**src/design/assert_macros.svh**
```systemverilog
// ----------------------------------------------------------------------------
// Assertion macros
// Shared concurrent assertion helpers. They compile to nothing under SYNTHESIS.
// ----------------------------------------------------------------------------
`ifndef ASSERT_MACROS_SVH
`define ASSERT_MACROS_SVH
`ifndef SYNTHESIS
// Property that must hold at every rising edge outside reset.
`define VCS_ASSERT(lbl, clk, rst_n, prop, msg) \
    lbl: assert property (@(posedge clk) disable iff (!rst_n) prop) else $error(msg);
// Condition that must never be seen at a rising edge outside reset.
`define VCS_ASSERT_NEVER(lbl, clk, rst_n, expr, msg) \
    lbl: assert property (@(posedge clk) disable iff (!rst_n) !(expr)) else $error(msg);
`else
`define VCS_ASSERT(lbl, clk, rst_n, prop, msg)
`define VCS_ASSERT_NEVER(lbl, clk, rst_n, expr, msg)
`endif
`endif

```
**src/design/vcs_pkg.sv**
```systemverilog
// ----------------------------------------------------------------------------
// vcs_pkg
// Widths, angle constants, the CORDIC arctangent table and shared types.
// ----------------------------------------------------------------------------
package vcs_pkg;

    localparam int POS_W         = 16;
    localparam int HEAD_W        = 15;
    localparam int DIST_W        = 33;
    localparam int ANG_W         = 14;
    localparam int CFG_IDX_W     = 2;
    localparam int POS_FRAC_BITS = 6;
    localparam int CORDIC_STAGES_DEF = 16;

    // Signed position difference, squared magnitude, CORDIC datapath.
    localparam int DIFF_W      = POS_W + 1;
    localparam int SQ_W        = 2 * POS_W;
    localparam int CW          = 28;
    localparam int ZW          = 24;
    localparam int AW          = 17;
    localparam int GUARD_SHIFT = 8;
    localparam int ACC_EXTRA   = 8;

    localparam int FULL_TURN = 23040;
    localparam int HALF_TURN = 11520;

    // Quarter turn in the accumulator's 1/16384 degree units.
    localparam logic signed [ZW-1:0] Z_QUARTER = ZW'(90 * 64 * (1 << ACC_EXTRA));

    // Ten square pixels in the squared-distance format.
    localparam logic [DIST_W-1:0] NEAR_LIMIT = DIST_W'(10) << (2 * POS_FRAC_BITS);

    typedef enum logic [CFG_IDX_W-1:0] {
        CFG_MAX_DIST_SQ = 2'd0,
        CFG_CONE_LIMIT  = 2'd1,
        CFG_TURN_STEP   = 2'd2
    } t_cfg_idx;

    // Control that rides along the pipeline next to the CORDIC vector.
    typedef struct packed {
        logic [HEAD_W-1:0] head_in;
        logic [HEAD_W-1:0] head;
        logic              dist_ok;
    } t_side;

    // atan(2^-i) in 1/16384 degree.
    function automatic logic signed [ZW-1:0] atan_val(input int idx);
        logic signed [ZW-1:0] v;
        case (idx)
            0:  v = ZW'(737280);
            1:  v = ZW'(435242);
            2:  v = ZW'(229970);
            3:  v = ZW'(116736);
            4:  v = ZW'(58595);
            5:  v = ZW'(29326);
            6:  v = ZW'(14667);
            7:  v = ZW'(7334);
            8:  v = ZW'(3667);
            9:  v = ZW'(1833);
            10: v = ZW'(917);
            11: v = ZW'(458);
            12: v = ZW'(229);
            13: v = ZW'(115);
            14: v = ZW'(57);
            15: v = ZW'(29);
            16: v = ZW'(14);
            17: v = ZW'(7);
            18: v = ZW'(4);
            19: v = ZW'(2);
            20: v = ZW'(1);
            default: v = '0;
        endcase
        return v;
    endfunction

endpackage

```
**src/design/vcs_front.sv**
```systemverilog
// ----------------------------------------------------------------------------
// vcs_front
// Position differences, squared distance and CORDIC pre-rotation.
// ----------------------------------------------------------------------------
module vcs_front import vcs_pkg::*; (
    input  logic                    i_clk,
    input  logic                    i_rst_n,
    input  logic                    i_en,
    input  logic                    i_valid,
    input  logic [POS_W-1:0]        i_self_x,
    input  logic [POS_W-1:0]        i_self_y,
    input  logic [HEAD_W-1:0]       i_self_heading,
    input  logic [POS_W-1:0]        i_other_x,
    input  logic [POS_W-1:0]        i_other_y,
    input  logic [DIST_W-1:0]       i_max_dist_sq,
    output logic                    o_valid,
    output logic signed [CW-1:0]    o_x,
    output logic signed [CW-1:0]    o_y,
    output logic signed [ZW-1:0]    o_z,
    output t_side                   o_side
);

    // Stage 1: differences and reduced heading.
    logic                     r_f1_valid;
    logic signed [DIFF_W-1:0] r_dx, r_dy;
    logic [HEAD_W-1:0]        r_f1_head_in, r_f1_head;
    logic signed [DIFF_W-1:0] n_dx, n_dy;
    logic [HEAD_W-1:0]        n_head;

    // Stage 2: squares and pre-rotated vector.
    logic                     r_f2_valid;
    logic [SQ_W-1:0]          r_dxsq, r_dysq;
    logic signed [CW-1:0]     r_x, r_y;
    logic signed [ZW-1:0]     r_z;
    logic [HEAD_W-1:0]        r_f2_head_in, r_f2_head;

    logic signed [2*DIFF_W-1:0] w_sqx, w_sqy;
    logic signed [CW-1:0]     w_gx, w_gy, n_x, n_y;
    logic signed [ZW-1:0]     n_z;
    logic [DIST_W-1:0]        w_dist;

    always_comb begin
        n_dx   = $signed({1'b0, i_other_x}) - $signed({1'b0, i_self_x});
        n_dy   = $signed({1'b0, i_other_y}) - $signed({1'b0, i_self_y});
        n_head = (i_self_heading >= HEAD_W'(FULL_TURN)) ?
                 i_self_heading - HEAD_W'(FULL_TURN) : i_self_heading;
    end

    always_ff @(posedge i_clk) begin
        if (!i_rst_n) begin
            r_f1_valid <= 1'b0;
        end else if (i_en) begin
            r_f1_valid <= i_valid;
        end
    end

    always_ff @(posedge i_clk) begin
        if (i_en) begin
            r_dx         <= n_dx;
            r_dy         <= n_dy;
            r_f1_head_in <= i_self_heading;
            r_f1_head    <= n_head;
        end
    end

    assign w_sqx = r_dx * r_dx;
    assign w_sqy = r_dy * r_dy;
    assign w_gx  = {{(CW-DIFF_W-GUARD_SHIFT){r_dx[DIFF_W-1]}}, r_dx, {GUARD_SHIFT{1'b0}}};
    assign w_gy  = {{(CW-DIFF_W-GUARD_SHIFT){r_dy[DIFF_W-1]}}, r_dy, {GUARD_SHIFT{1'b0}}};

    // Vectors in the left half plane are turned by a quarter turn first.
    always_comb begin
        n_x = w_gx;
        n_y = w_gy;
        n_z = '0;
        if (w_gx < 0) begin
            if (w_gy >= 0) begin
                n_x = w_gy;
                n_y = -w_gx;
                n_z = Z_QUARTER;
            end else begin
                n_x = -w_gy;
                n_y = w_gx;
                n_z = -Z_QUARTER;
            end
        end
    end

    always_ff @(posedge i_clk) begin
        if (!i_rst_n) begin
            r_f2_valid <= 1'b0;
        end else if (i_en) begin
            r_f2_valid <= r_f1_valid;
        end
    end

    always_ff @(posedge i_clk) begin
        if (i_en) begin
            r_dxsq       <= w_sqx[SQ_W-1:0];
            r_dysq       <= w_sqy[SQ_W-1:0];
            r_x          <= n_x;
            r_y          <= n_y;
            r_z          <= n_z;
            r_f2_head_in <= r_f1_head_in;
            r_f2_head    <= r_f1_head;
        end
    end

    assign w_dist = {1'b0, r_dxsq} + {1'b0, r_dysq};

    always_comb begin
        o_side.head_in = r_f2_head_in;
        o_side.head    = r_f2_head;
        o_side.dist_ok = (w_dist <= i_max_dist_sq) && (w_dist >= NEAR_LIMIT);
    end

    assign o_valid = r_f2_valid;
    assign o_x     = r_x;
    assign o_y     = r_y;
    assign o_z     = r_z;

endmodule

```
**config.mk**
```make
export PLATFORM = sky130hd
export DESIGN_NAME = vcs_front
export DESIGN_NICKNAME = d
export VERILOG_FILES = /design/src/design/assert_macros.svh /design/src/design/vcs_pkg.sv /design/src/design/vcs_front.sv
export SDC_FILE = /design/constraint.sdc
export NUM_CORES = 2
export LEC_CHECK = 0
export ABC_AREA = 1
export BUFFER_PORTS_ARGS = -buffer_cell sky130_fd_sc_hd__buf_2
export CAP_MARGIN = 20
export CELL_PAD_IN_SITES_DETAIL_PLACEMENT = 0
export CELL_PAD_IN_SITES_GLOBAL_PLACEMENT = 1
export CORE_ASPECT_RATIO = 1.1
export CORE_MARGIN = 3
export CORE_UTILIZATION = 30
export DETAILED_ROUTE_END_ITERATION = 16
export GPL_TIMING_DRIVEN = 0
export PLACE_DENSITY_LB_ADDON = 0.1
export SLEW_MARGIN = 20
export SYNTH_ARGS = -nofsm -noshare
export SYNTH_HDL_FRONTEND = slang
export SYNTH_SLANG_ARGS = --single-unit
```
**constraint.sdc**
```tcl
create_clock -name i_clk -period 6.89 [get_ports i_clk]
set_input_delay 0.689 -clock i_clk [delete_from_list [all_inputs] [get_ports i_clk]]
set_output_delay 0.689 -clock i_clk [all_outputs]
set_load 0.05 [all_outputs]
```
# Word level (Yosys, flattened, before mapping)
# Index checks and enable logic that the tools add are counted.
[classes]
addsub = 6
n_mul = 2
n_div = 0
n_lt_le_gt_ge = 5
eq_ne = 0
n_shift = 0
mux = 6
bitwise_logic = 1
n_reduce_logical = 3
[op_table]
columns = ["cell", "n"]
rows = [
  ["28-bit 2-to-1 mux", 4],
  ["17-bit by 17-bit multiplier with 32-bit output", 2],
  ["25-bit negation with 28-bit output", 2],
  ["16-bit by 16-bit subtractor with 17-bit output", 2],
  ["32-bit by 32-bit adder with 33-bit output", 1],
  ["33-bit by 16-bit greater-or-equal comparator with 1-bit output (second input constant)", 1],
  ["33-bit <= comparator", 1],
  ["25-bit by 1-bit greater-or-equal comparator with 1-bit output (second input constant)", 1],
  ["25-bit by 1-bit less-than comparator with 1-bit output (second input constant)", 1],
  ["24-bit 2-to-1 mux", 1],
  ["15-bit greater-or-equal comparator (second input constant)", 1],
  ["15-bit 2-to-1 mux", 1],
  ["15-bit subtractor (second input constant)", 1],
  ["2-bit AND reduction", 1],
  ["2-bit OR reduction", 1],
  ["1-bit logical AND", 1],
  ["1-bit NOT", 1],
]
[word_totals]
ff_bits = 240
latchBits = 0
mem_bits_rw = 0
romBits = 0
input_bits = 116
wordCells = 38
mem_count = 0

# Depth between registers and ports, before layout
[depth]
depth_word = 3
mapped_depth = 28
depth_no_buf = 26

# Least setup slack after synthesis
# No wires, ideal clock.
[synth_timing]
kind = "register to register"
start = "register r_dy[16]"
end = "register r_dysq[27], data pin"
setup_time_ns = 0.260
arrival_ns = 5.731
t_required_ns = 6.630
setup_slack_ns = 0.899
stages_incl_launch_ff = 22
n_path_buf = 3
synth_period_minus_slack_ns = 5.991
path_cell_list = "edfxtp_1 > buf_2 > buf_2 > buf_2 > nand2_1 > inv_1 > fa_1 > inv_1 > fa_1 > inv_1 > fa_1 > fa_1 > fa_1 > fa_1 > ha_1 > a21oi_1 > o21ai_0 > a21oi_1 > o211ai_2 > nand2_1 > nand2_1 > xor2_1"
[synth_via]
elab_chain_len = 1
[synth_lines]
columns = ["element", "line_no", "text"]
rows = [
  ["start, declared", "vcs_front.sv:25", "logic signed [DIFF_W-1:0] r_dx, r_dy;"],
  ["start signal, assigned", "vcs_front.sv:60", "r_dy <= n_dy;"],
  ["17-bit by 17-bit multiplier with 32-bit output", "vcs_front.sv:67", "assign w_sqy = r_dy * r_dy;"],
  ["via w_sqy[27]", "vcs_front.sv:37", "logic signed [2*DIFF_W-1:0] w_sqx, w_sqy;"],
  ["end signal, assigned", "vcs_front.sv:100", "r_dysq <= w_sqy[SQ_W-1:0];"],
  ["end, declared", "vcs_front.sv:32", "logic [SQ_W-1:0] r_dxsq, r_dysq;"],
]
# The timed path passes the listed nets, and every way through them passes these cells.
# A chain may end at the register's enable or synchronous reset.

# Worst setup path in the final report
[layout_timing]
start = "register r_dx[16]"
end = "register r_dxsq[30], data pin"
[layout_via]
elab_chain_len = 1
[layout_lines]
columns = ["element", "line_no", "text"]
rows = [
  ["start, declared", "vcs_front.sv:25", ""],
  ["start signal, assigned", "vcs_front.sv:59", "r_dx <= n_dx;"],
  ["17-bit by 17-bit multiplier with 32-bit output", "vcs_front.sv:66", "assign w_sqx = r_dx * r_dx;"],
  ["via w_sqx[30]", "vcs_front.sv:37", ""],
  ["end signal, assigned", "vcs_front.sv:99", "r_dxsq <= w_sqx[SQ_W-1:0];"],
  ["end, declared", "vcs_front.sv:32", ""],
]
# The timed path passes the listed nets, and every way through them passes these cells.

==> results by group <==
Worst setup path
  • CP Launch Type: flop
  • CP cell instances: buf_2 -> clkbuf_4 -> nand2_1 -> inv_1 -> fa_2 -> inv_1 -> fa_2 -> buf_12 -> fa_1 -> fa_1 -> fa_1 -> fa_1 -> inv_1 -> ha_1 -> inv_1 -> nor3_1 -> nand2_1 -> inv_1 -> nand3_1 -> o211ai_1 -> xor2_2
  • Maximum fanout along the worst path: 10
  • Critical Path AT: 6870 ps
  • Critical path buffer and inverter count: 8
  • Reg2reg end: r_dxsq[30]
  • Cell family contributing the most delay on the critical path: adder cells
  • Reg2reg setup slack: 280 ps
  • Kind of critical path: flop to flop
  • CP peak stage delay: 630 ps
  • Critical-path top delay cell: fa_2
  • Reg2reg start: r_dx[16]
  • CP Capture Type: flop
  • R2r worst-path depth: 21
  • Most used cell, CP: inv_1
  • Worst EP required: 7150 ps

Global route
  • GRT overflow: 0
  • Global-route wire length before repair: 147000 um
  • Number of global-route vias before repair: 24900
  • Largest net degree at the start of global routing: 89
  • Aggregate global-route resource usage: 18.1%
  • Initial antenna violation count: 1

STA
  • Final Hold Slack: 385 ps
  • Fin. Hold Viols: 0
  • Worst slew margin: 55.3%
  • Crit path time final: 6610 ps
  • Worst-Margin Slew: 668 ps
  • Skew final: 16.1 ps
  • Unrepaired setup endpoints after global routing: false
  • Setup slack after layout: 284 ps
  • Slew Limit Fails: 0
  • Final period util: 95.9%
  • Final setup fails: 0
  • Fmax: 151 MHz
  • Sum Neg Setup Slack: 0 ps

Synth
  • EDFF count, synth: 181
  • Post-Syn Instances: 3655
  • Top cell type's share of synthesized area: 32.9%
  • Syn Std Cell Area: 0.0314 mm^2
  • Post-synth ARST share: 0%
  • Ys Warns: 0
  • Post-synthesis sequential area ratio: 17.5%
  • Main synth FF type: edfxtp_1
  • Area leader, netlist: fa_1
  • Post-Syn Area per Cell: 8.58 um^2
  • Yosys reg bits: 183
  • Top cells by area, synth: fa_1, edfxtp_1, inv_1
  • Unique cell type count in the Yosys netlist: 60

Finish
  • Area delta synth->final: 11.9%
  • Post-route insts no fill: 5297
  • Nets: 4815
  • Most common cell after layout, fill and taps aside: inv_1
  • Antenna cells: 0
  • Fill cell count: 11100
  • Share of cells above drive strength 1: 11.4%
  • Most frequent cells in the layout: inv_1, nand2_1, fa_1, ha_1, buf_2

Clock network
  • CTS sink count: 183
  • Clock Pin Slew Worst Setup and Hold Paths: 80 ps
  • Post-CTS Hold Buffers: 0
  • Worst-Skew Late Latency: 490 ps
  • H-tree depth: 4
  • CTS Root Cell: clkbuf_16
  • CTS max path bufs: 2
  • CTS tree: built
  • Number of buffers created by CTS: 17

Hold path
  • Hold path endpoint: r_f1_head_in[14]
  • Hold path depth: 1
  • Hold path startpoint: i_self_heading[14]
  • Worst Hold Class: primary input to flop

Floorplanning
  • Chip width: 314 um
  • Io pins: 228
  • Core Box Area: 0.103 mm^2
  • Die area: 0.108 mm^2
  • Rows: 123
  • Initial Utilization: 30.5%
  • Die Span Y: 345 um

Placement
  • Dpl ws: -822 ps
  • IO buf count: 196
  • Global placer's final weighted congestion: 0.822
  • Placed cell count: 5261
  • Final HPWL DP: 83400 um

Job
  • Max Cap Viol: 0

Route
  • Vias/cell: 4.28
  • Via count: 22700
  • Post-Route WL: 94200 um
  • Pre-antenna DRT Iters: 6
  • Final ANT Viol Nets: 0
  • DRC viols: 0
  • Iter 0 DRT Violations: 1087
  • Wirelength per Cell: 17.8 um

Status
  • Status: finished clean
-- kinds of logic (layout without fill, tap and decap cells) --
family | count (synthesis) | in the layout | share of synthesized area (%)
buffers and inverters | 1211 | 1445 | 15.1
AND/OR/NAND/NOR | 1032 | 1032 | 13.6
adder cells (fa/ha/maj) | 790 | 790 | 43.9
AO/OA/AOI/OAI | 285 | 285 | 5.56
flip-flops | 183 | 183 | 17.5
XOR/XNOR | 153 | 153 | 4.36
other | 1 | 34 | 0.0120
-- registers in the layout, summed over array words and instances (netlist names) --
name          cells
r_dysq           31
r_dxsq           31
r_f1_valid        1
o_x              20
r_f1_head         6
r_f1_head_in     15
o_z               3
r_f2_head_in     15
r_f2_head         6
o_y              20
o_valid           1
r_dx             17
r_dy             17
-- worst max path at each step --
stage | startpoint | end | cells after the start
floorplan | r_dy[16] | r_dysq[27] | 21
global placement | r_dx[2] | r_dxsq[29] | 24
detailed placement | r_dx[16] | r_dxsq[28] | 22
CTS | r_dy[10] | r_dysq[28] | 24
global route | r_dy[3] | r_dysq[28] | 22
finish | r_dx[16] | r_dxsq[30] | 21
-- through the flow --
step                      area [um^2]  utilization, %
after floorplan                 31500               -
after CTS                       35000            33.9
after global routing            35100            34.1
final                           35100            34.1
after global placement          34200            33.2
after detailed placement        34300            33.3
-- final cells by class --
type                    instances  area [um^2]  share of cell area (%)
plain buffers                 113          717                    2.04
multi-input cells            2294        21300                    60.8
inverters                    1082         4070                    11.6
repair inverters                1         5.00                  0.0143
clock buffers                  18          429                    1.22
flip-flops and latches        183         5480                    15.6
well taps                    1375         1720                    4.90
clock inverters                14          154                   0.438
repair buffers                217         1200                    3.42
-- repair_timing --
| item | 4_1_cts | 5_1_grt |
|---|---|---|
| gates cloned | 0 | 1 |
| pin swaps | 1 | 2 |
| setup buffers | 7 | 12 |
| hold endpoints to repair | 0 | 0 |
| setup endpoints to repair | 34 | 17 |
| gates resized for setup | 47 | 51 |
-- synth_stat cells, types with 43 or more instances --
cell      count
edfxtp_1    181
buf_4        47
fa_1        516
a21oi_1     119
nand2_1     734
ha_1        274
o21ai_0      62
inv_1      1074
nor2_1      127
xnor2_1      43
nand3_1      59
xor2_1      107
-- metal layers --
metal,vias to the layer above,global-route usage (%),part of all wire (%)
li1,11300,-,-
met2,400,31.4,49
met4,0,3.78,1.8
met5,-,0,0
met1,11000,23.5,45
met3,59,3.24,4.8
Power is not shown: default switching activity piles up to over one toggle a cycle in this logic, so the estimate is an artifact.
