[config.mk]
export PLATFORM = sky130hd
export DESIGN_NAME = vcs_back
export DESIGN_NICKNAME = d
export VERILOG_FILES = /design/src/design/vcs_pkg.sv /design/src/design/vcs_back.sv
export VERILOG_INCLUDE_DIRS = /design/src /design/src/design
export SDC_FILE = /design/constraint.sdc
export NUM_CORES = 1
export LEC_CHECK = 0
export ABC_AREA = 1
export BUFFER_PORTS_ARGS = -buffer_cell sky130_fd_sc_hd__buf_4
export CORE_MARGIN = 4
export CORE_UTILIZATION = 60
export DETAILED_ROUTE_END_ITERATION = 10
export GPL_TIMING_DRIVEN = 0
export PLACE_DENSITY = 0.78
export SLEW_MARGIN = 20
export SYNTH_ARGS = -nofsm -noshare
export SYNTH_HDL_FRONTEND = slang
export SYNTH_SLANG_ARGS = --single-unit
[constraint.sdc]
create_clock -name i_clk -period 4.1 [get_ports i_clk]
set_clock_uncertainty 0.05 [all_clocks]
set_input_delay 0.615 -clock i_clk [delete_from_list [all_inputs] [get_ports i_clk]]
set_output_delay 0.615 -clock i_clk [all_outputs]
set_load 0.1 [all_outputs]
[src/design/assert_macros.svh]
// ----------------------------------------------------------------------------
// Assertion macros
// Shared concurrent assertion helpers. They compile to nothing under SYNTHESIS.
// ----------------------------------------------------------------------------
`ifndef ASSERT_MACROS_SVH
`define ASSERT_MACROS_SVH
`ifndef SYNTHESIS
// Property that must hold at every rising edge outside reset.
`define VCS_ASSERT(lbl, clk, rst_n, prop, msg) \
    lbl: assert property (@(posedge clk) disable iff (!rst_n) prop) else $error(msg);
// Condition that must never be seen at a rising edge outside reset.
`define VCS_ASSERT_NEVER(lbl, clk, rst_n, expr, msg) \
    lbl: assert property (@(posedge clk) disable iff (!rst_n) !(expr)) else $error(msg);
`else
`define VCS_ASSERT(lbl, clk, rst_n, prop, msg)
`define VCS_ASSERT_NEVER(lbl, clk, rst_n, expr, msg)
`endif
`endif

[src/design/vcs_pkg.sv]
// ----------------------------------------------------------------------------
// vcs_pkg
// Widths, angle constants, the CORDIC arctangent table and shared types.
// ----------------------------------------------------------------------------
package vcs_pkg;

    localparam int POS_W         = 16;
    localparam int HEAD_W        = 15;
    localparam int DIST_W        = 33;
    localparam int ANG_W         = 14;
    localparam int CFG_IDX_W     = 2;
    localparam int POS_FRAC_BITS = 6;
    localparam int CORDIC_STAGES_DEF = 16;

    // Signed position difference, squared magnitude, CORDIC datapath.
    localparam int DIFF_W      = POS_W + 1;
    localparam int SQ_W        = 2 * POS_W;
    localparam int CW          = 28;
    localparam int ZW          = 24;
    localparam int AW          = 17;
    localparam int GUARD_SHIFT = 8;
    localparam int ACC_EXTRA   = 8;

    localparam int FULL_TURN = 23040;
    localparam int HALF_TURN = 11520;

    // Quarter turn in the accumulator's 1/16384 degree units.
    localparam logic signed [ZW-1:0] Z_QUARTER = ZW'(90 * 64 * (1 << ACC_EXTRA));

    // Ten square pixels in the squared-distance format.
    localparam logic [DIST_W-1:0] NEAR_LIMIT = DIST_W'(10) << (2 * POS_FRAC_BITS);

    typedef enum logic [CFG_IDX_W-1:0] {
        CFG_MAX_DIST_SQ = 2'd0,
        CFG_CONE_LIMIT  = 2'd1,
        CFG_TURN_STEP   = 2'd2
    } t_cfg_idx;

    // Control that rides along the pipeline next to the CORDIC vector.
    typedef struct packed {
        logic [HEAD_W-1:0] head_in;
        logic [HEAD_W-1:0] head;
        logic              dist_ok;
    } t_side;

    // atan(2^-i) in 1/16384 degree.
    function automatic logic signed [ZW-1:0] atan_val(input int idx);
        logic signed [ZW-1:0] v;
        case (idx)
            0:  v = ZW'(737280);
            1:  v = ZW'(435242);
            2:  v = ZW'(229970);
            3:  v = ZW'(116736);
            4:  v = ZW'(58595);
            5:  v = ZW'(29326);
            6:  v = ZW'(14667);
            7:  v = ZW'(7334);
            8:  v = ZW'(3667);
            9:  v = ZW'(1833);
            10: v = ZW'(917);
            11: v = ZW'(458);
            12: v = ZW'(229);
            13: v = ZW'(115);
            14: v = ZW'(57);
            15: v = ZW'(29);
            16: v = ZW'(14);
            17: v = ZW'(7);
            18: v = ZW'(4);
            19: v = ZW'(2);
            20: v = ZW'(1);
            default: v = '0;
        endcase
        return v;
    endfunction

endpackage

[src/design/vcs_back.sv]
// ----------------------------------------------------------------------------
// vcs_back
// Bearing rounding, cone test, clamped turn and the output register.
// ----------------------------------------------------------------------------
`include "assert_macros.svh"

module vcs_back import vcs_pkg::*; (
    input  logic                 i_clk,
    input  logic                 i_rst_n,
    input  logic                 i_en,
    input  logic                 i_valid,
    input  logic signed [ZW-1:0] i_z,
    input  t_side                i_side,
    input  logic [ANG_W-1:0]     i_cone_limit,
    input  logic [ANG_W-1:0]     i_turn_step,
    output logic                 o_valid,
    output logic                 o_visible,
    output logic [HEAD_W-1:0]    o_new_heading
);

    localparam logic signed [AW-1:0] D_HALF = AW'(HALF_TURN);
    localparam logic signed [AW-1:0] D_FULL = AW'(FULL_TURN);

    logic signed [ZW-1:0] w_zr, w_zsh;
    logic signed [AW-1:0] w_d, n_d, w_abs, w_step, n_delta, w_nh, n_nh;
    logic                 n_vis;

    logic                 r_b1_valid, r_b2_valid, r_b3_valid, r_out_valid;
    logic signed [AW-1:0] r_b, r_d, r_delta;
    logic                 r_vis, r_visible;
    t_side                r_b1_side, r_b2_side, r_b3_side;
    logic [HEAD_W-1:0]    r_new_heading;

    // Stage 1: round the accumulator to 1/64 degree.
    assign w_zr  = i_z + ZW'(1 << (ACC_EXTRA - 1));
    assign w_zsh = w_zr >>> ACC_EXTRA;

    // Stage 2: signed bearing minus heading, folded into one half turn either way.
    always_comb begin
        w_d = r_b - $signed({{(AW-HEAD_W){1'b0}}, r_b1_side.head});
        if (w_d > D_HALF) begin
            n_d = w_d - D_FULL;
        end else if (w_d < -D_HALF) begin
            n_d = w_d + D_FULL;
        end else begin
            n_d = w_d;
        end
    end

    // Stage 3: cone test and the turn clamped to the step.
    always_comb begin
        w_abs  = (r_d < 0) ? -r_d : r_d;
        w_step = $signed({{(AW-ANG_W){1'b0}}, i_turn_step});
        n_vis  = r_b2_side.dist_ok && (w_abs <= $signed({{(AW-ANG_W){1'b0}}, i_cone_limit}));
        if (r_d > 0) begin
            n_delta = (r_d < w_step) ? r_d : w_step;
        end else begin
            n_delta = (r_d > -w_step) ? r_d : -w_step;
        end
    end

    // Stage 4: apply the turn and wrap once into a full turn.
    always_comb begin
        w_nh = $signed({{(AW-HEAD_W){1'b0}}, r_b3_side.head}) + r_delta;
        if (w_nh < 0) begin
            n_nh = w_nh + D_FULL;
        end else if (w_nh >= D_FULL) begin
            n_nh = w_nh - D_FULL;
        end else begin
            n_nh = w_nh;
        end
    end

    always_ff @(posedge i_clk) begin
        if (!i_rst_n) begin
            r_b1_valid  <= 1'b0;
            r_b2_valid  <= 1'b0;
            r_b3_valid  <= 1'b0;
            r_out_valid <= 1'b0;
        end else if (i_en) begin
            r_b1_valid  <= i_valid;
            r_b2_valid  <= r_b1_valid;
            r_b3_valid  <= r_b2_valid;
            r_out_valid <= r_b3_valid;
        end
    end

    always_ff @(posedge i_clk) begin
        if (i_en) begin
            r_b           <= w_zsh[AW-1:0];
            r_b1_side     <= i_side;
            r_d           <= n_d;
            r_b2_side     <= r_b1_side;
            r_vis         <= n_vis;
            r_delta       <= n_delta;
            r_b3_side     <= r_b2_side;
            r_visible     <= r_vis;
            r_new_heading <= r_vis ? n_nh[HEAD_W-1:0] : r_b3_side.head_in;
        end
    end

    assign o_valid       = r_out_valid;
    assign o_visible     = r_visible;
    assign o_new_heading = r_new_heading;

    `VCS_ASSERT(a_fold_range, i_clk, i_rst_n, r_b2_valid |-> (r_d <= D_HALF) && (r_d >= -D_HALF), "folded bearing difference outside half turn")
    `VCS_ASSERT(a_turn_clamp, i_clk, i_rst_n, r_b3_valid && r_vis |-> (r_delta <= w_step) && (r_delta >= -w_step), "heading change exceeds turn step")
    `VCS_ASSERT(a_out_advance, i_clk, i_rst_n, i_en |=> (r_out_valid == $past(r_b3_valid)), "output valid did not follow last stage")

endmodule

## Word-level counts from Yosys, hierarchy flattened

Index checks and enable logic that the tools add are counted.

| storage, ports and cells | value |
|---|---|
| flip-flop bits (word level) | 163 |
| bits in latches | 0 |
| memory bits (writable) | 0 |
| ROM bits | 0 |
| input port bits | 87 |
| output and inout port bits | 17 |
| memories | 0 |

| cells by class | value |
|---|---|
| add/sub/neg operators | 9 |
| multiply operators | 0 |
| divide/modulo/power cells | 0 |
| magnitude comparators | 9 |
| eq/ne operators | 0 |
| shifts and indexed selects | 0 |
| multiplexer cells | 9 |
| bitwise gates (word level) | 0 |
| reductions and logical operators | 1 |

Operator list:

| cell | number |
|---|---|
| 17-bit 2-to-1 mux | 6 |
| 15-bit 2-to-1 mux | 3 |
| 17-bit by 1-bit less-than comparator with 1-bit output (second input constant) | 2 |
| 24-bit by 9-bit adder with 24-bit output (second input constant) | 1 |
| 16-bit by 17-bit adder with 17-bit output | 1 |
| 17-bit by 16-bit adder with 17-bit output (second input constant) | 1 |
| 17-bit by 16-bit >= comparator with 1-bit output (second input constant) | 1 |
| 17-bit by 1-bit greater-than comparator with 1-bit output (second input constant) | 1 |
| 17-bit by 15-bit greater-than comparator with 1-bit output (second input constant) | 1 |
| 17-bit greater-than comparator | 1 |
| 17-bit by 15-bit <= comparator with 1-bit output | 1 |
| 17-bit by 15-bit less-than comparator with 1-bit output | 1 |
| 17-bit by 15-bit less-than comparator with 1-bit output (second input constant) | 1 |
| 14-bit negator with 17-bit output | 1 |
| 17-bit negator | 1 |
| 16-bit by 16-bit subtractor with 17-bit output | 1 |
| 17-bit by 16-bit subtractor with 17-bit output (second input constant) | 1 |
| 15-bit adder (second input constant) | 1 |
| 15-bit subtractor (second input constant) | 1 |
| 1-bit logical AND | 1 |

## Depth between registers and ports, before layout

| logic depth | value |
|---|---|
| depth in word-level cells | 5 |
| depth in mapped cells | 24 |
| gate-level depth less buffers | 24 |

## Least setup slack after synthesis

OpenSTA, ideal clock, no wires.

| timing path | value |
|---|---|
| path type | input to register |
| start | input port i_turn_step[1] |
| end | register r_delta[9], data pin |
| arrival time | 3.233 ns |
| required time | 3.783 ns |
| setup slack | 0.550 ns |
| stages | 21 |
| path through | inv_1 ha_1 nand2_1 nor4_2 nand2_1 nor3_1 nand2_1 nand2_1 nand2_1 ha_1 nand2_1 inv_1 nand3_1 or3_1 o211ai_1 nand2_2 inv_2 buf_2 nand2_1 o211ai_1 o21ai_0 |

| between the ends | value |
|---|---|
| cells in the longest elaborated chain, start to end | 4 |
| elaborated cells on any way between the ends | 6 |
| those cells by class | add/sub (1); order compare (2); mux (3) |

Ends and longest elaborated chain:

| element | RTL line | source |
|---|---|---|
| start: declaration | vcs_back.sv:15 | `input logic [ANG_W-1:0] i_turn_step,` |
| 14-bit negator with 17-bit output | vcs_back.sv:58 | `n_delta = (r_d > -w_step) ? r_d : -w_step;` |
| 17-bit greater-than comparator | vcs_back.sv:58 |  |
| 17-bit 2-to-1 mux | vcs_back.sv:58 |  |
| 17-bit 2-to-1 mux * | vcs_back.sv:55 | `if (r_d > 0) begin` |
| via n_delta[9] | vcs_back.sv:25 | `logic signed [AW-1:0] w_d, n_d, w_abs, w_step, n_delta, w_nh, n_nh;` |
| end signal: assignment | vcs_back.sv:95 | `r_delta <= n_delta;` |
| end: declaration | vcs_back.sv:29 | `logic signed [AW-1:0] r_b, r_d, r_delta;` |

Mark *: on every way through the listed nets, which the timed path passes. The rest lies on a longest branch.
A chain may end at the register's enable or synchronous reset.

## Worst setup path after layout

Same ends and word-level chain as after synthesis.

==> summary.txt <==
Global route
  • Total GRT Usage: 22.8%
  • First-pass GRT wire length: 36.4 mm
  • Pin count of the biggest net entering global routing: between 90 and 100
  • Overflow left after global routing: 0
  • Initial antenna violation count: 0
  • Vias in the first global route: 7755

Worst setup path
  • Crit Path Category: in -> reg
  • CP Data Arrival Time: 3.93 ns
  • Reg2reg setup slack: 0.46 ns
  • WP data required: 4.18 ns
  • Startpoint types: primary input
  • R2R Path End: r_delta[3]
  • Peak fanout along the critical path: 10
  • Crit. End Element: flip-flop
  • FF-to-FF path depth: 14
  • Reg2reg start: r_d[1]

Logic synthesis
  • Dominant cell type by area after synthesis: edfxtp_1
  • Post-Synthesis Cells: 1177
  • Synthesized area per cell: around 8.9 um^2
  • Ys async rst share: 0%
  • Yosys Warn Count: 0
  • Top cell type's share of synthesized area: 45.7%
  • Register bit total from synthesis: roughly 160
  • Number of flops mapped to enable cells by yosys: 159
  • Syn nets: roughly 1300
  • Most used flip-flop cell after synthesis: edfxtp_1
  • Cell Area, Synth: between 10000 and 15000 um^2
  • Post-synthesis sequential area ratio: 46.5%
  • Netlist cell types: 48
  • Synth top area cells: edfxtp_1, nand2_1, ha_1

Route
  • Routed WL: 22.3 mm
  • Initial DRT Pass Iterations: 5
  • Vias: 8341
  • Starting DRC count in detailed routing: 599
  • DRC Markers: 0
  • ANT nets after route: 0
  • Avg WL per Cell: 14.6 um
  • Vias per cell: 5.46

Layout
  • Leading cell type in the layout, fill and taps excluded: nand2_1
  • Ant diodes: 0
  • Nets: 1467
  • Most frequent cells in the layout: nand2_1, edfxtp_1, inv_1, buf_4, ha_1
  • Share of cells above drive strength 1: 16.2%
  • Finished Cell Area: 12100 um^2
  • Area Growth Syn to Fin: 16.1%

Timing
  • Final Setup Violations: 0
  • Post-route minimum period: 3.85 ns
  • Fin. Hold Viols: 0
  • Fin worst setup slack: 0.247 ns
  • FMAX: 0.260 GHz
  • Unrepaired setup endpoints after global routing: false
  • Slew headroom: 64.0%
  • Period utilisation layout: 94.0%
  • Least-Margin Pin Slew: around 0.54 ns
  • Final Slew Violations: 0

Clock tree
  • H-tree depth: 4
  • TritonCTS Sinks: between 150 and 200
  • CTS root buf: clkbuf_16
  • CTS tree: done
  • Total CTS buffers: 17
  • Clock Pin Slew Worst Setup and Hold Paths: around 0.080 ns
  • Clk_lat worst skew: 0.43 ns
  • Hold_buf cts: 0
  • Clk buf depth: 2

Min path
  • HP Start: i_side[4]
  • Hold WC Path Type: in -> reg
  • Worst Hold Path EP: r_b1_side[4]
  • WHS Path Cells: 1

Flow run
  • Max cap viols: 0

Power
  • Leakage: between 5 and 6 nW
  • Peak supply drop: around 0.35 mV
  • Power Dens Cells: 528 nW/um^2

Floorplan
  • Core Area: ~17000 um^2
  • Full die area: 19600 um^2
  • Row Count: 47
  • Die width: 140 um
  • Die height: 140 um
  • Io pins: 104
  • Initial Utilization: just over 60%

Placement
  • Port Buffer Count: 96
  • RD Place Congestion: 0.939
  • DP Area: 11500 um^2
  • Placement Setup Slack: -0.244 ns
  • Detailed placement HPWL: around 17 mm

Outcome
  • Status: finished, final reports clean
[layout make-up]
cell class / instances / area [um^2]
Multi-Input combinational cell: 844 / 4960
Sequential cell: 163 / 4850
Fill cell: 1294 / 4690
Timing Repair Buffer: 99 / 771
Inverter: 158 / 596
Clock buffer: 17 / 425
Tap cell: 220 / 275
Clock inverter: 15 / 180
Buffer: 12 / 62.6
[flip-flops by register name, indices dropped and copies added, names as in the netlist]
signal / cells
o_new_heading: 15
o_valid: 1
o_visible: 1
r_b: 16
r_b1_side: 31
r_b1_valid: 1
r_b2_side: 31
r_b2_valid: 1
r_b3_side: 30
r_b3_valid: 1
r_d: 17
r_delta: 17
r_vis: 1
[power breakdown]
| group | total, mW | switching [mW] | internal, mW |
|---|---|---|---|
| combinational | 2.56 | 1.69 | 0.862 |
| clock | 1.58 | 0.755 | 0.828 |
| sequential | 2.26 | 0.151 | 2.11 |
[worst max path at each step]
| stage | from | end | slack [ns] | depth (start not counted) |
|---|---|---|---|---|
| final | i_turn_step[1] | r_delta[9] | 0.25 | 20 |
| after global routing | i_turn_step[1] | r_delta[7] | 0.07 | 22 |
| after CTS | i_turn_step[1] | r_delta[2] | 0.16 | 20 |
| after detailed placement | i_turn_step[1] | r_delta[2] | -0.24 | 20 |
| after global placement | i_turn_step[1] | r_delta[2] | -0.19 | 20 |
| after floorplan | i_turn_step[1] | r_delta[9] | 0.55 | 21 |
[timing repair]
item	CTS	global route
endpoints found under the setup margin	0	12
resized for setup	0	10
buffers inserted	0	2
[synth_stat cells (3+ instances only)]
cell	count
inv_1	148
edfxtp_1	159
nand3_1	80
dfxtp_1	4
nor4_1	3
nand3b_1	4
o21ai_1	10
o211ai_1	17
clkbuf_1	7
a21oi_2	8
nor3_1	17
nor2_2	8
ha_1	83
nand3_2	7
xor2_1	38
xnor2_1	19
nand2_4	7
buf_2	3
nor2_1	82
nand2_2	26
inv_2	7
nand2_1	290
o21ai_0	58
nand4_1	16
a21oi_1	44
[routing by layer]
metal	routed length, um	share of wire [%]	global-route usage, %
met3	1150	5.1	3.75
met1	9770	44	30.6
met2	10900	49	38.5
met5	0	0	0
met4	493	2.2	6.73
[worst max-delay path, stage by stage]
cell      delay, ns
buf_4          0.11
inv_1          0.13
ha_1           0.22
nand2_1        0.13
nor4_4         0.21
nand2_2        0.13
nor4_1         0.21
nand4_1        0.24
nor2_2         0.18
ha_1           0.28
a21oi_1        0.15
o21ai_0        0.09
a21oi_1        0.14
nand3_1        0.12
or2_0          0.23
nand2_2        0.11
inv_2          0.09
buf_2          0.19
o211ai_1       0.17
o21ai_0        0.18
[cells by family after synthesis]
logic type	share of synthesized area, %
AO/OA/AOI/OAI	8.16
XOR/XNOR	4.78
adder cells (fa/ha/maj)	10.3
buffers and inverters	6.28
flip-flops	46.5
AND/OR/NAND/NOR	24.0
[stage by stage]
stage | util (%) | hold slack, ns | instances | power (mW) | setup TNS, ns
2_1_floorplan | - | 0.350 | 1177 | 4.14 | 0
3_3_place_gp | 68.0 | 0.350 | 1493 | 4.73 | -1.70
3_5_place_dp | 68.2 | 0.355 | 1494 | 4.80 | -2.74
4_1_cts | 71.8 | 0.289 | 1526 | 6.39 | 0
5_1_grt | 72.1 | 0.279 | 1528 | 6.82 | 0
6_report | 72.1 | 0.300 | 1528 | 6.40 | 0
Power figures use the tool's default switching activity.
