File: src/design/assert_macros.svh
// ----------------------------------------------------------------------------
// Assertion macros
// Shared concurrent assertion helpers. They compile to nothing under SYNTHESIS.
// ----------------------------------------------------------------------------
`ifndef ASSERT_MACROS_SVH
`define ASSERT_MACROS_SVH
`ifndef SYNTHESIS
// Property that must hold at every rising edge outside reset.
`define VCS_ASSERT(lbl, clk, rst_n, prop, msg) \
    lbl: assert property (@(posedge clk) disable iff (!rst_n) prop) else $error(msg);
// Condition that must never be seen at a rising edge outside reset.
`define VCS_ASSERT_NEVER(lbl, clk, rst_n, expr, msg) \
    lbl: assert property (@(posedge clk) disable iff (!rst_n) !(expr)) else $error(msg);
`else
`define VCS_ASSERT(lbl, clk, rst_n, prop, msg)
`define VCS_ASSERT_NEVER(lbl, clk, rst_n, expr, msg)
`endif
`endif

File: src/design/vcs_pkg.sv
// ----------------------------------------------------------------------------
// vcs_pkg
// Widths, angle constants, the CORDIC arctangent table and shared types.
// ----------------------------------------------------------------------------
package vcs_pkg;

    localparam int POS_W         = 16;
    localparam int HEAD_W        = 15;
    localparam int DIST_W        = 33;
    localparam int ANG_W         = 14;
    localparam int CFG_IDX_W     = 2;
    localparam int POS_FRAC_BITS = 6;
    localparam int CORDIC_STAGES_DEF = 16;

    // Signed position difference, squared magnitude, CORDIC datapath.
    localparam int DIFF_W      = POS_W + 1;
    localparam int SQ_W        = 2 * POS_W;
    localparam int CW          = 28;
    localparam int ZW          = 24;
    localparam int AW          = 17;
    localparam int GUARD_SHIFT = 8;
    localparam int ACC_EXTRA   = 8;

    localparam int FULL_TURN = 23040;
    localparam int HALF_TURN = 11520;

    // Quarter turn in the accumulator's 1/16384 degree units.
    localparam logic signed [ZW-1:0] Z_QUARTER = ZW'(90 * 64 * (1 << ACC_EXTRA));

    // Ten square pixels in the squared-distance format.
    localparam logic [DIST_W-1:0] NEAR_LIMIT = DIST_W'(10) << (2 * POS_FRAC_BITS);

    typedef enum logic [CFG_IDX_W-1:0] {
        CFG_MAX_DIST_SQ = 2'd0,
        CFG_CONE_LIMIT  = 2'd1,
        CFG_TURN_STEP   = 2'd2
    } t_cfg_idx;

    // Control that rides along the pipeline next to the CORDIC vector.
    typedef struct packed {
        logic [HEAD_W-1:0] head_in;
        logic [HEAD_W-1:0] head;
        logic              dist_ok;
    } t_side;

    // atan(2^-i) in 1/16384 degree.
    function automatic logic signed [ZW-1:0] atan_val(input int idx);
        logic signed [ZW-1:0] v;
        case (idx)
            0:  v = ZW'(737280);
            1:  v = ZW'(435242);
            2:  v = ZW'(229970);
            3:  v = ZW'(116736);
            4:  v = ZW'(58595);
            5:  v = ZW'(29326);
            6:  v = ZW'(14667);
            7:  v = ZW'(7334);
            8:  v = ZW'(3667);
            9:  v = ZW'(1833);
            10: v = ZW'(917);
            11: v = ZW'(458);
            12: v = ZW'(229);
            13: v = ZW'(115);
            14: v = ZW'(57);
            15: v = ZW'(29);
            16: v = ZW'(14);
            17: v = ZW'(7);
            18: v = ZW'(4);
            19: v = ZW'(2);
            20: v = ZW'(1);
            default: v = '0;
        endcase
        return v;
    endfunction

endpackage

File: src/design/vcs_cordic_stage.sv
// ----------------------------------------------------------------------------
// vcs_cordic_stage
// One registered vectoring step of the arctangent CORDIC.
// ----------------------------------------------------------------------------
module vcs_cordic_stage import vcs_pkg::*; #(
    parameter int STAGE = 0
) (
    input  logic                 i_clk,
    input  logic                 i_rst_n,
    input  logic                 i_en,
    input  logic                 i_valid,
    input  logic signed [CW-1:0] i_x,
    input  logic signed [CW-1:0] i_y,
    input  logic signed [ZW-1:0] i_z,
    input  t_side                i_side,
    output logic                 o_valid,
    output logic signed [CW-1:0] o_x,
    output logic signed [CW-1:0] o_y,
    output logic signed [ZW-1:0] o_z,
    output t_side                o_side
);

    localparam logic signed [ZW-1:0] ATAN = atan_val(STAGE);

    logic signed [CW-1:0] w_xs, w_ys, n_x, n_y;
    logic signed [ZW-1:0] n_z;
    logic                 r_valid;
    logic signed [CW-1:0] r_x, r_y;
    logic signed [ZW-1:0] r_z;
    t_side                r_side;

    assign w_xs = i_x >>> STAGE;
    assign w_ys = i_y >>> STAGE;

    // Rotate toward the x axis; a vector already on it stays put.
    always_comb begin
        n_x = i_x;
        n_y = i_y;
        n_z = i_z;
        if (i_y > 0) begin
            n_x = i_x + w_ys;
            n_y = i_y - w_xs;
            n_z = i_z + ATAN;
        end else if (i_y < 0) begin
            n_x = i_x - w_ys;
            n_y = i_y + w_xs;
            n_z = i_z - ATAN;
        end
    end

    always_ff @(posedge i_clk) begin
        if (!i_rst_n) begin
            r_valid <= 1'b0;
        end else if (i_en) begin
            r_valid <= i_valid;
        end
    end

    always_ff @(posedge i_clk) begin
        if (i_en) begin
            r_x    <= n_x;
            r_y    <= n_y;
            r_z    <= n_z;
            r_side <= i_side;
        end
    end

    assign o_valid = r_valid;
    assign o_x     = r_x;
    assign o_y     = r_y;
    assign o_z     = r_z;
    assign o_side  = r_side;

endmodule

File: config.mk
export PLATFORM = sky130hd
export DESIGN_NAME = vcs_cordic_stage
export DESIGN_NICKNAME = d
export VERILOG_FILES = /design/src/design/assert_macros.svh /design/src/design/vcs_pkg.sv /design/src/design/vcs_cordic_stage.sv
export SDC_FILE = /design/constraint.sdc
export NUM_CORES = 1
export LEC_CHECK = 0
export BUFFER_PORTS_ARGS = -buffer_cell sky130_fd_sc_hd__buf_2
export CAP_MARGIN = 20
export CELL_PAD_IN_SITES_DETAIL_PLACEMENT = 1
export CELL_PAD_IN_SITES_GLOBAL_PLACEMENT = 1
export CORE_MARGIN = 2
export CORE_UTILIZATION = 41
export CTS_CLUSTER_DIAMETER = 200
export DETAILED_ROUTE_END_ITERATION = 6
export PLACE_DENSITY = 0.79
export SLEW_MARGIN = 20
export SYNTH_ARGS = -nofsm -noshare
export SYNTH_HDL_FRONTEND = slang
export SYNTH_SLANG_ARGS = --single-unit
File: constraint.sdc
create_clock -name i_clk -period 3.6 [get_ports i_clk]
set_input_delay 0.72 -clock i_clk [delete_from_list [all_inputs] [get_ports i_clk]]
set_output_delay 0.72 -clock i_clk [all_outputs]
set_load 0.02 [all_outputs]
* After elaboration in Yosys (flattened, before gate mapping) *
Cells that the tools add are included.

operators by class
  add/subtract/negate cells = 5
  $lt $le $gt $ge = 2
  mux-type cells = 6

operator list
  operator                count
  $mux 28                 4
  $sub 28x28->28          2
  $mux 24                 2
  $add 28x28->28          1
  $gt 28x1->1 const B     1
  $lt 28x1->1 const B     1
  $add 24x21->24 const B  1
  $sub 24x21->24 const B  1

storage, ports and cells
  register bits = 112
  input port bits = 115
  output and inout port bits = 112

* Longest topological paths before layout *
Gate-level depths: netlist (run 1).

  depth after elaboration = 3
  depth in mapped cells = 12
  gate-level depth less buffers = 11

* Worst setup path before layout (run 1) *
Ideal clock, no wire load.

  kind = input -> register
  from = input port i_x[0]
  to = register r_x[26] (netlist: o_x[26]), data pin
  setup time = 0.265 ns
  arrival = 2.776 ns
  required time = 3.335 ns
  path slack = 0.558 ns
  stages on the path = 11
  cell sequence = ha_1 -> inv_1 -> fa_1 -> nor2_1 -> o211ai_1 -> a31oi_1 -> o21ai_1 -> and3_1 -> o32a_1 -> nor4b_1 -> or3_1

on the way
  cells in the longest elaborated chain, start to end = 3
  elaborated cells on any way between the ends = 4
  those cells by class = 2 x add/sub; 2 x mux

RTL lines
  element               RTL line                source
  start, declared       vcs_cordic_stage.sv:12  input logic signed [CW-1:0] i_x,
  $sub 28x28->28        vcs_cordic_stage.sv:45  n_x = i_x - w_ys;
  $mux 28               vcs_cordic_stage.sv:44  end else if (i_y < 0) begin
  $mux 28 (*)           vcs_cordic_stage.sv:40  if (i_y > 0) begin
  net n_x[26]           vcs_cordic_stage.sv:25  logic signed [CW-1:0] w_xs, w_ys, n_x, n_y;
  end signal, assigned  vcs_cordic_stage.sv:61  r_x <= n_x;
  end, declared         vcs_cordic_stage.sv:28  logic signed [CW-1:0] r_x, r_y;

The timed path passes the listed nets; every way through them passes the cells marked *.
A chain may end at the register's enable or synchronous reset.

* Worst setup path in the final report (run 1) *
  from = input port i_y[0]
  to = register r_x[26] (netlist: o_x[26]), data pin

on the way
  cells in the longest elaborated chain, start to end = 3
  elaborated cells on any way between the ends = 6
  those cells by class = 2 x add/sub; 2 x order compare; 2 x mux

RTL lines
  element                                        RTL line                                        source
  start, declared                                vcs_cordic_stage.sv:13                          input logic signed [CW-1:0] i_y,
  $sub 28x28->28 or $lt 28x1->1 (tied branches)  vcs_cordic_stage.sv:45, vcs_cordic_stage.sv:44
  $mux 28                                        vcs_cordic_stage.sv:44
  $mux 28 (*)                                    vcs_cordic_stage.sv:40
  net n_x[26]                                    vcs_cordic_stage.sv:25

Marked as above.

==> results of run 1 <==
==> worst max path at each step <==
stage | to | cells past startpoint
final | o_x[26] | 12
after global routing | o_x[26] | 12
after CTS | o_x[26] | 12
after detailed placement | o_y[21] | 12
after global placement | o_x[26] | 12
after floorplan | o_x[26] | 11
==> worst max-delay path, stage by stage <==
cell and delay, ns:
buf_2 0.15, ha_1 0.18, inv_1 0.05, fa_1 0.40
nor2_1 0.15, o211ai_1 0.16, a31oi_1 0.37, o21ai_1 0.22
and3_1 0.19, o32a_1 0.39, nor4b_1 0.16, or3_1 0.31
==> layout make-up <==
| type | count | area [um^2] |
|---|---|---|
| Inverter | 87 | 326.6 |
| Fill cell | 2564 | 10350 |
| Clock inverter | 6 | 57.56 |
| Sequential cell | 112 | 3353 |
| Tap cell | 280 | 350.3 |
| Multi-Input combinational cell | 715 | 5070 |
| Clock buffer | 10 | 229.0 |
| Timing Repair Buffer | 322 | 1879 |
==> cells in the final DEF, fill, tap and decap left out, types with 8 or more instances in the layout <==
cell type and instances:
a22oi_1 10, clkbuf_16 9, xnor2_1 58, nor3_1 17
nand2_1 55, o31ai_1 10, nor4_1 15, o221ai_1 12
nand3_1 14, a21oi_1 91, o21bai_1 24, nand2b_1 8
buf_2 225, a21o_1 23, a31oi_1 11, nor2b_1 9
inv_1 81, ha_1 83, nand4_1 11, nor2_1 68
buf_4 95, o21ai_0 57, or3_1 8, edfxtp_1 111
==> report_power, final <==
group | switching [mW] | internal, mW | total, mW
Combinational | 1.04 | 0.644 | 1.68
Sequential | 0.0466 | 1.63 | 1.67
Clock | 0.558 | 0.492 | 1.05
Total | 1.64 | 2.76 | 4.41
==> stage by stage <==
| stage | instance area (um^2) | util (%) | worst slack (ns) | TNS, ns |
|---|---|---|---|---|
| 2_1_floorplan | 8932 | - | 0.5582 | 0 |
| 3_3_place_gp | 10980 | 50.78 | -0.002331 | -0.002331 |
| 3_5_place_dp | 10980 | 50.78 | -0.05641 | -0.1012 |
| 4_1_cts | 11270 | 52.11 | 0.3380 | 0 |
| 5_1_grt | 11270 | 52.11 | 0.2048 | 0 |
| 6_report | 11270 | 52.11 | 0.2833 | 0 |
==> sequential cells by signal, indices dropped and copies added, names as in the netlist <==
signal   flops
o_y         28
o_side      31
o_z         24
o_valid      1
o_x         28
==> cells by family after synthesis <==
kind of cell	Yosys count
and+or+nand+nor	229
AOI/OAI and AO/OA	332
xor gates and xnor gates	64
muxes	4
adders and majority gates	86
DFF	112
buffers and inverters	132
==> metal layers <==
layer,vias to the layer above,part of all wire (%)
li1,4121,-
met1,4363,43
met2,382,47
met3,64,7.1
met4,4,2.8
met5,-,0.076
==> reports/qor.txt, run 1 <==
Post-Syn Area per Cell - 9.314 um^2
YS warnings - 0
Area grow syn2layout - 26.12%
Required time worst endpoint - 3.73 ns
Seq/Total Area, Yosys - 37.54%
Post-synthesis compound-gate area fraction - 25.26%
Initial antenna violation count - 3
Clock Path Buffers - 2
GR Layer Usage met3 - 4.880%
Endpoint, Worst Hold - o_side[21]
Largest net degree at the start of global routing - 60
Hold Vio Cnt, Final - 0
Hold Crit Depth - 1
Root Buffer - clkbuf_16
Hold Slack - 0.5149 ns
Power Density - 391.1 mW/mm^2
Arr. time, crit path - 3.45 ns
Post-Synthesis Cells - 959
Minimum clock period after layout - 3.317 ns
Vias in the first global route - 8978
Antenna fix cells - 0
Die Width - 151.6 um
Synth top cells by count - 111 x edfxtp_1, 91 x a21oi_1, 83 x ha_1
Final Skew - 0 ns
Nets - 1448
Startpoint Class - input port
Critical path launch point - i_y[0]
Synth Flop Type - edfxtp_1
Tot GR Track Use - 28.81%
Busiest grt layer - met2
Number of flops mapped to enable cells by yosys - 111
Row count - 54
Post-CTS Repair Setup Buffers - 0
Distinct cells, synth - 75
Gr ovfl total - 0
TritonCTS clock tree - yes
Final wirelength - 34160 um
IO Port Bufs - 226
Post-route DRC - 0
Top-area cell type share of the netlist area - 37.32%
# hold bufs at CTS - 0
TritonCTS Buffers - 9
Leakage - 5.042 nW
R2R Path End - o_valid
Max Transition Viols Final - 0
Met1 usage in global routing - 37.51%
Total power - 4.406 mW
Number of synthesized register bits - 112
DR WL/cell - 22.30 um
RSZ-0062 raised after global routing - false
IO Count - 227
DP Cell Count - 1516
Cell Count, Final, Fillers Out - 1532
Vias - 8934
DRT iter0 DRCs - 567
Synthesized-area fraction occupied by adder cells - 12.30%
Via density - 5.832
Most common cell in the netlist - edfxtp_1
GPL Wtd Cong - 0.9225
Largest family of logic cells by synthesized area - compound AO/OA/AOI/OAI gates
Post-synthesis mux area share - 0.4482%
Max_cap viols - 0
Final HPWL DP - 26650 um
Layout cells sized above 1 - 28.83%
Syn Nets - 1160
Post-DRT Antenna Nets - 0
Worst r2r src - o_valid
Clk_lat worst skew - 0.36 ns
Simple-gate share of the synthesized area - 12.45%
Top cells by area, synth - edfxtp_1 37%, ha_1 12%, xnor2_1 5.7%
Slew of the pin with the lowest slew margin - 0.7898 ns
Synthesized area - 0.008932 mm^2
Core Area - 0.02162 mm^2
Finish-stage setup viols - 0
Crit path kind - in2reg
Grt met2 use - 48.64%
Post-Synth XOR/XNOR Area - 6.275%
F_max - 301.5 MHz
Max-Slew Margin vs Limit - 47.35%
Hold Crit Class - in2reg
CTS sink count - 112
Clock H-tree levels - 3
Outcome - finished, final reports clean
First-pass GRT wire length - 50210 um
Critical path capture point type - register
CP Max Fanout - 4
Cts repair resizes - 0
Die Footprint - 0.02298 mm^2
Initial core utilization - 41.31%
Async SR Flop Fraction - 0%
Final cycle utilization of the critical path - 92.13%
Clk slew on worst S/H paths - 0.10 ns
VDD IR max - 186.7 uV
Leading area contributor after synthesis - edfxtp_1
FF-to-FF path depth - 2
DRT Pass-1 Iters - 5
Hold Crit Start - i_side[21]
Reg2reg setup slack - 3.01 ns
Die H - 151.6 um
Power figures use the tool's default switching activity.
==> inputs of run 2 (changes only) <==
- CELL_PAD_IN_SITES_DETAIL_PLACEMENT: 1 -> default
- CELL_PAD_IN_SITES_GLOBAL_PLACEMENT: 1 -> default
- CORE_UTILIZATION: 41 -> 55
==> run 2 against run 1 <==
Against the previous run:
- utilization is 18 points higher
- sequential cell count is the same
- design area is 1.7% lower
- cell count shrank 5.4%
- sequential share of layout area rose by 0.52 points
- non-clock buffer count is 19 lower
- global-route usage increased by 4.8 points
- combinational power decreased by 3%
- setup slack got worse by 0.049 ns
- critical endpoint unchanged
- largest cell class unchanged
==> reports/qor.txt, run 2 (synthesis gave the netlist of run 1 again) <==
CP Max Fanout - 4
DR WL/cell - 20.41 um
IO Count - 227
Hold Vio Cnt, Final - 0
Max Transition Viols Final - 0
CP max stage cell - fa_1
CTS sink count - 112
Cts repair resizes - 0
TritonCTS Buffers - 9
Slew of the pin with the lowest slew margin - 0.7139 ns
Clk_lat worst skew - 0.36 ns
Vias - 8734
Antenna fix cells - 0
Post-CTS Repair Setup Buffers - 0
Final HPWL DP - 22790 um
Layout cells sized above 1 - 27.66%
Gr ovfl total - 0
Die H - 131.4 um
Crit-path cells - buf_2, ha_1, inv_1, fa_1, nor2_1, o211ai_1, a31oi_1, o21ai_1, and3_1, o32a_1, nor4b_1, or3_1
Minimum clock period after layout - 3.366 ns
Design Area, Final - 0.01107 mm^2
Final cycle utilization of the critical path - 93.50%
Reg2reg setup slack - 3.01 ns
Initial antenna violation count - 0
Tot GR Track Use - 33.63%
Critical path capture point type - register
F_max - 297.1 MHz
DRT Pass-1 Iters - 6
Row count - 46
VDD IR max - 267.8 uV
Post-route DRC - 0
TritonCTS clock tree - yes
Initial core utilization - 56.23%
Crit path kind - in2reg
Most frequent cells in the layout - 225 x buf_2, 111 x edfxtp_1, 91 x a21oi_1, 83 x ha_1, 81 x inv_1
Area grow syn2layout - 23.95%
Largest net degree at the start of global routing - 74
DP Cell Count - 1433
Max incr delay on CP - 0.41 ns
Finish-stage setup viols - 0
Worst r2r src - o_valid
Reg area - 0.003353 mm^2
Commonest non-fill, non-tap cell in the layout - buf_2
Endpoint, Worst Hold - o_side[1]
Via density - 6.028
Multi-input gate area - 0.005070 mm^2
Power Density - 394.0 mW/mm^2
GPL Wtd Cong - 0.9967
RSZ-0062 raised after global routing - false
Leakage - 4.961 nW
Hold Crit Class - in2reg
Hold Crit Depth - 1
Arr. time, crit path - 3.49 ns
FF-to-FF path depth - 2
Clk slew on worst S/H paths - 0.08 ns
R2R Path End - o_valid
Max reg flops - 31
Outcome - finished, final reports clean
Die Footprint - 0.01728 mm^2
Clock H-tree levels - 3
Max_cap viols - 0
Clock Path Buffers - 2
Hold Crit Start - i_side[1]
Post-DRT Antenna Nets - 0
DRT iter0 DRCs - 947
First-pass GRT wire length - 45880 um
Core Area - 0.01589 mm^2
Final wirelength - 29570 um
# hold bufs at CTS - 0
Final Skew - 0 ns
Fillers - 1320
IO Port Bufs - 226
Die Width - 131.4 um
Cell Count, Final, Fillers Out - 1449
Startpoint Class - input port
Required time worst endpoint - 3.72 ns
Max-Slew Margin vs Limit - 52.41%
Root Buffer - clkbuf_16
Vias in the first global route - 8379
Nets - 1429
Placed inst area - 0.01077 mm^2
Final design utilization - 69.70%
-- run 2: cell types whose count changed in the layout (fill, tap and decap cells not counted) --
cell,change
buf_4,-20
buf_12,+1
bufinv_16,+1
clkinv_1,+1
clkinv_4,-1
inv_6,-1
-- run 2: critical path: cells and delay by family --
family	cells	cell delay, ns
AOI/OAI and AO/OA	4	1.18
adders and majority gates	2	0.59
buffers and inverters	2	0.20
and+or+nand+nor	4	0.79
-- run 2: worst max-delay path by stage --
stage	end	start	slack, ns	cells past startpoint
after floorplan	o_x[26]	i_x[0]	0.56	11
after detailed placement	o_x[26]	i_y[0]	-0.05	12
final	o_x[26]	i_y[0]	0.23	12
after CTS	o_x[26]	i_y[0]	0.33	12
after global routing	o_x[26]	i_y[0]	0.13	12
after global placement	o_x[26]	i_y[0]	0.06	12
-- run 2: per-layer routing --
layer / global-route usage, % / vias up / part of all wire [%]
met1: 46.43 / 4088 / 42
met5: 0 / - / 0
met3: 4.745 / 64 / 9.2
met2: 54.71 / 513 / 46
met4: 10.99 / 0 / 2.8
li1: - / 4069 / -
-- run 2: power by group --
group,internal [mW],total [mW],switching (mW),leakage (nW)
logic,0.625,1.63,1.00,3.72
registers,1.63,1.67,0.0418,1.09
clock network,0.554,1.07,0.512,0.149
total,2.81,4.36,1.56,4.96
-- run 2: layout make-up --
| class | count | share of cell area, % |
|---|---|---|
| Multi-Input combinational cell | 715 | 45.79 |
| Sequential cell | 112 | 30.29 |
| Timing Repair Buffer | 303 | 15.80 |
| Inverter | 87 | 2.949 |
| Tap cell | 216 | 2.441 |
| Clock buffer | 10 | 2.068 |
| Clock inverter | 6 | 0.6667 |
-- run 2: metrics by stage --
step | hold WS (ns) | worst slack (ns) | setup TNS (ns) | total power, mW
floorplan | 0.5893 | 0.5582 | 0 | 2.687
global placement | 0.5014 | 0.06137 | 0 | 3.270
detailed placement | 0.5114 | -0.04721 | -0.04721 | 3.286
CTS | 0.5211 | 0.3292 | 0 | 4.348
global route | 0.5271 | 0.1261 | 0 | 4.543
finish | 0.5240 | 0.2341 | 0 | 4.362
==> inputs of run 3 (changes only) <==
- CTS_BUF_LIST: default -> sky130_fd_sc_hd__clkbuf_4 sky130_fd_sc_hd__clkbuf_8 sky130_fd_sc_hd__clkbuf_16
==> run 3 against run 2 <==
Against the previous run:
- sequential cell count is the same
- utilization is essentially flat
- power increased by 0.13%
- clock power barely moved
- design area about the same
- register-to-register slack about the same
- die area is the same
- combinational power is essentially flat
- first-iteration DRC count down 2.9%
- clock-buffer cell count stayed put
- critical path type unchanged
- critical endpoint unchanged
- highest routed layer unchanged
==> reports/qor.txt, run 3 (synthesis gave the netlist of run 1 again) <==
Outcome - finished, final reports clean
Antenna fix cells - 0
Crit-path cells - buf_2, ha_1, inv_1, fa_1, nor2_1, o211ai_1, a31oi_1, o21ai_1, and3_1, o32a_1, nor4b_1, or3_1
Design Area, Final - 0.01108 mm^2
Hold Crit Class - reg2reg
DRT Pass-1 Iters - 7
Max incr delay on CP - 0.41 ns
# hold bufs at CTS - 0
Power Density - 394.3 mW/mm^2
Clk_lat worst skew - 0.36 ns
Critical path capture point type - register
FF-to-FF path depth - 2
Total power - 4.368 mW
Fillers - 1318
Initial antenna violation count - 0
Crit path buf inv count - 2
Logic gate share of total power - 37.3%
Instance count on the critical path - 12
Max reg flops - 31
Die H - 131.4 um
Required time worst endpoint - 3.72 ns
RSZ-0062 raised after global routing - false
Root Buffer - clkbuf_16
VDD IR max - 269.8 uV
Place WS - -0.04721 ns
TritonCTS clock tree - yes
Post-CTS Repair Setup Buffers - 0
Tot GR Track Use - 33.62%
Crit path kind - in2reg
Final HPWL DP - 22790 um
GPL Wtd Cong - 0.9967
Largest net degree at the start of global routing - 74
Clk slew on worst S/H paths - 0.09 ns
Post-route DRC - 0
Hold Crit Depth - 2
Worst setup margin - 0.2345 ns
Max-Slew Margin vs Limit - 52.58%
DR WL/cell - 20.43 um
Final Skew - 0 ns
Multi-input gate area - 0.005070 mm^2
Area grow syn2layout - 23.99%
Most frequent cells in the layout - 225 x buf_2, 111 x edfxtp_1, 91 x a21oi_1, 83 x ha_1, 81 x inv_1
CP top delay family - compound AO/OA/AOI/OAI gates
Slew of the pin with the lowest slew margin - 0.7113 ns
Vias - 8771
Worst r2r src - o_valid
Die Width - 131.4 um
P_sw - 1.553 mW
Minimum clock period after layout - 3.366 ns
Final wirelength - 29610 um
Hold Crit Start - o_valid
Arr. time, crit path - 3.48 ns
Power Internal - 2.814 mW
Via density - 6.053
Placed inst area - 0.01077 mm^2
TritonCTS Buffers - 9
Critical path launch point - i_y[0]
Core Area - 0.01589 mm^2
Leakage - 4.964 nW
CP max stage cell - fa_1
F_max - 297.1 MHz
Initial core utilization - 56.23%
Clock Path Buffers - 2
Switching portion of total power - 35.56%
Layout cells sized above 1 - 27.74%
Vias in the first global route - 8399
Post-DRT Antenna Nets - 0
Nets - 1429
Clock power frac - 24.5%
Gr ovfl total - 0
IO Port Bufs - 226
Die Footprint - 0.01728 mm^2
First-pass GRT wire length - 45880 um
Setup TNS - 0 ns
DRT iter0 DRCs - 920
Commonest non-fill, non-tap cell in the layout - buf_2
IO Count - 227
Flop pwr share - 38.2%
Row count - 46
Final cycle utilization of the critical path - 93.49%
Max Transition Viols Final - 0
Hold Vio Cnt, Final - 0
Final design utilization - 69.72%
Max_cap viols - 0
Cts repair resizes - 0
Reg area - 0.003353 mm^2
Clock H-tree levels - 3
CTS sink count - 112
CP Max Fanout - 4
Finish-stage setup viols - 0
Startpoint Class - input port
==> run 3: routing by layer <==
layer,wire [um],track usage [%]
met5,0,0
met4,880,11.23
met3,2661,4.938
met2,13770,54.77
met1,12300,46.13
==> run 3: per-stage QoR <==
step / std cells / hold slack [ns]
6_report: 1449 / 0.5238
5_1_grt: 1449 / 0.5271
4_1_cts: 1449 / 0.5211
3_5_place_dp: 1433 / 0.5114
3_3_place_gp: 1433 / 0.5014
2_1_floorplan: 959 / 0.5893
==> run 3: area by class of cell <==
cell class              count  share of cell area, %
inverters                  87                  2.948
repair buffers            303                  15.79
clock buffers              10                  2.101
multi-input cells         715                  45.78
clock inverters             6                 0.6665
well taps                 216                  2.440
flip-flops and latches    112                  30.28
==> run 3: power groups by stage <==
stage                     clock network [mW]  logic [mW]  registers (mW)
final                                   1.07        1.63            1.67
after global routing                    1.13        1.74            1.68
after CTS                               1.08        1.60            1.67
after detailed placement                   0        1.59            1.70
after global placement                     0        1.58            1.69
after floorplan                            0       0.788            1.90
==> run 3: path summary, 6_finish.rpt <==
check / end / slack [ns]
min reg2reg: o_valid / 0.52
max: o_x[26] / 0.23
min: o_valid / 0.52
max reg2reg: o_valid / 3.01
==> run 3: tightest hold or removal path, stage by stage (launching register included) <==
cell and delay (ns):
dfxtp_1 0.33, mux2i_1 0.07, nor2b_1 0.10
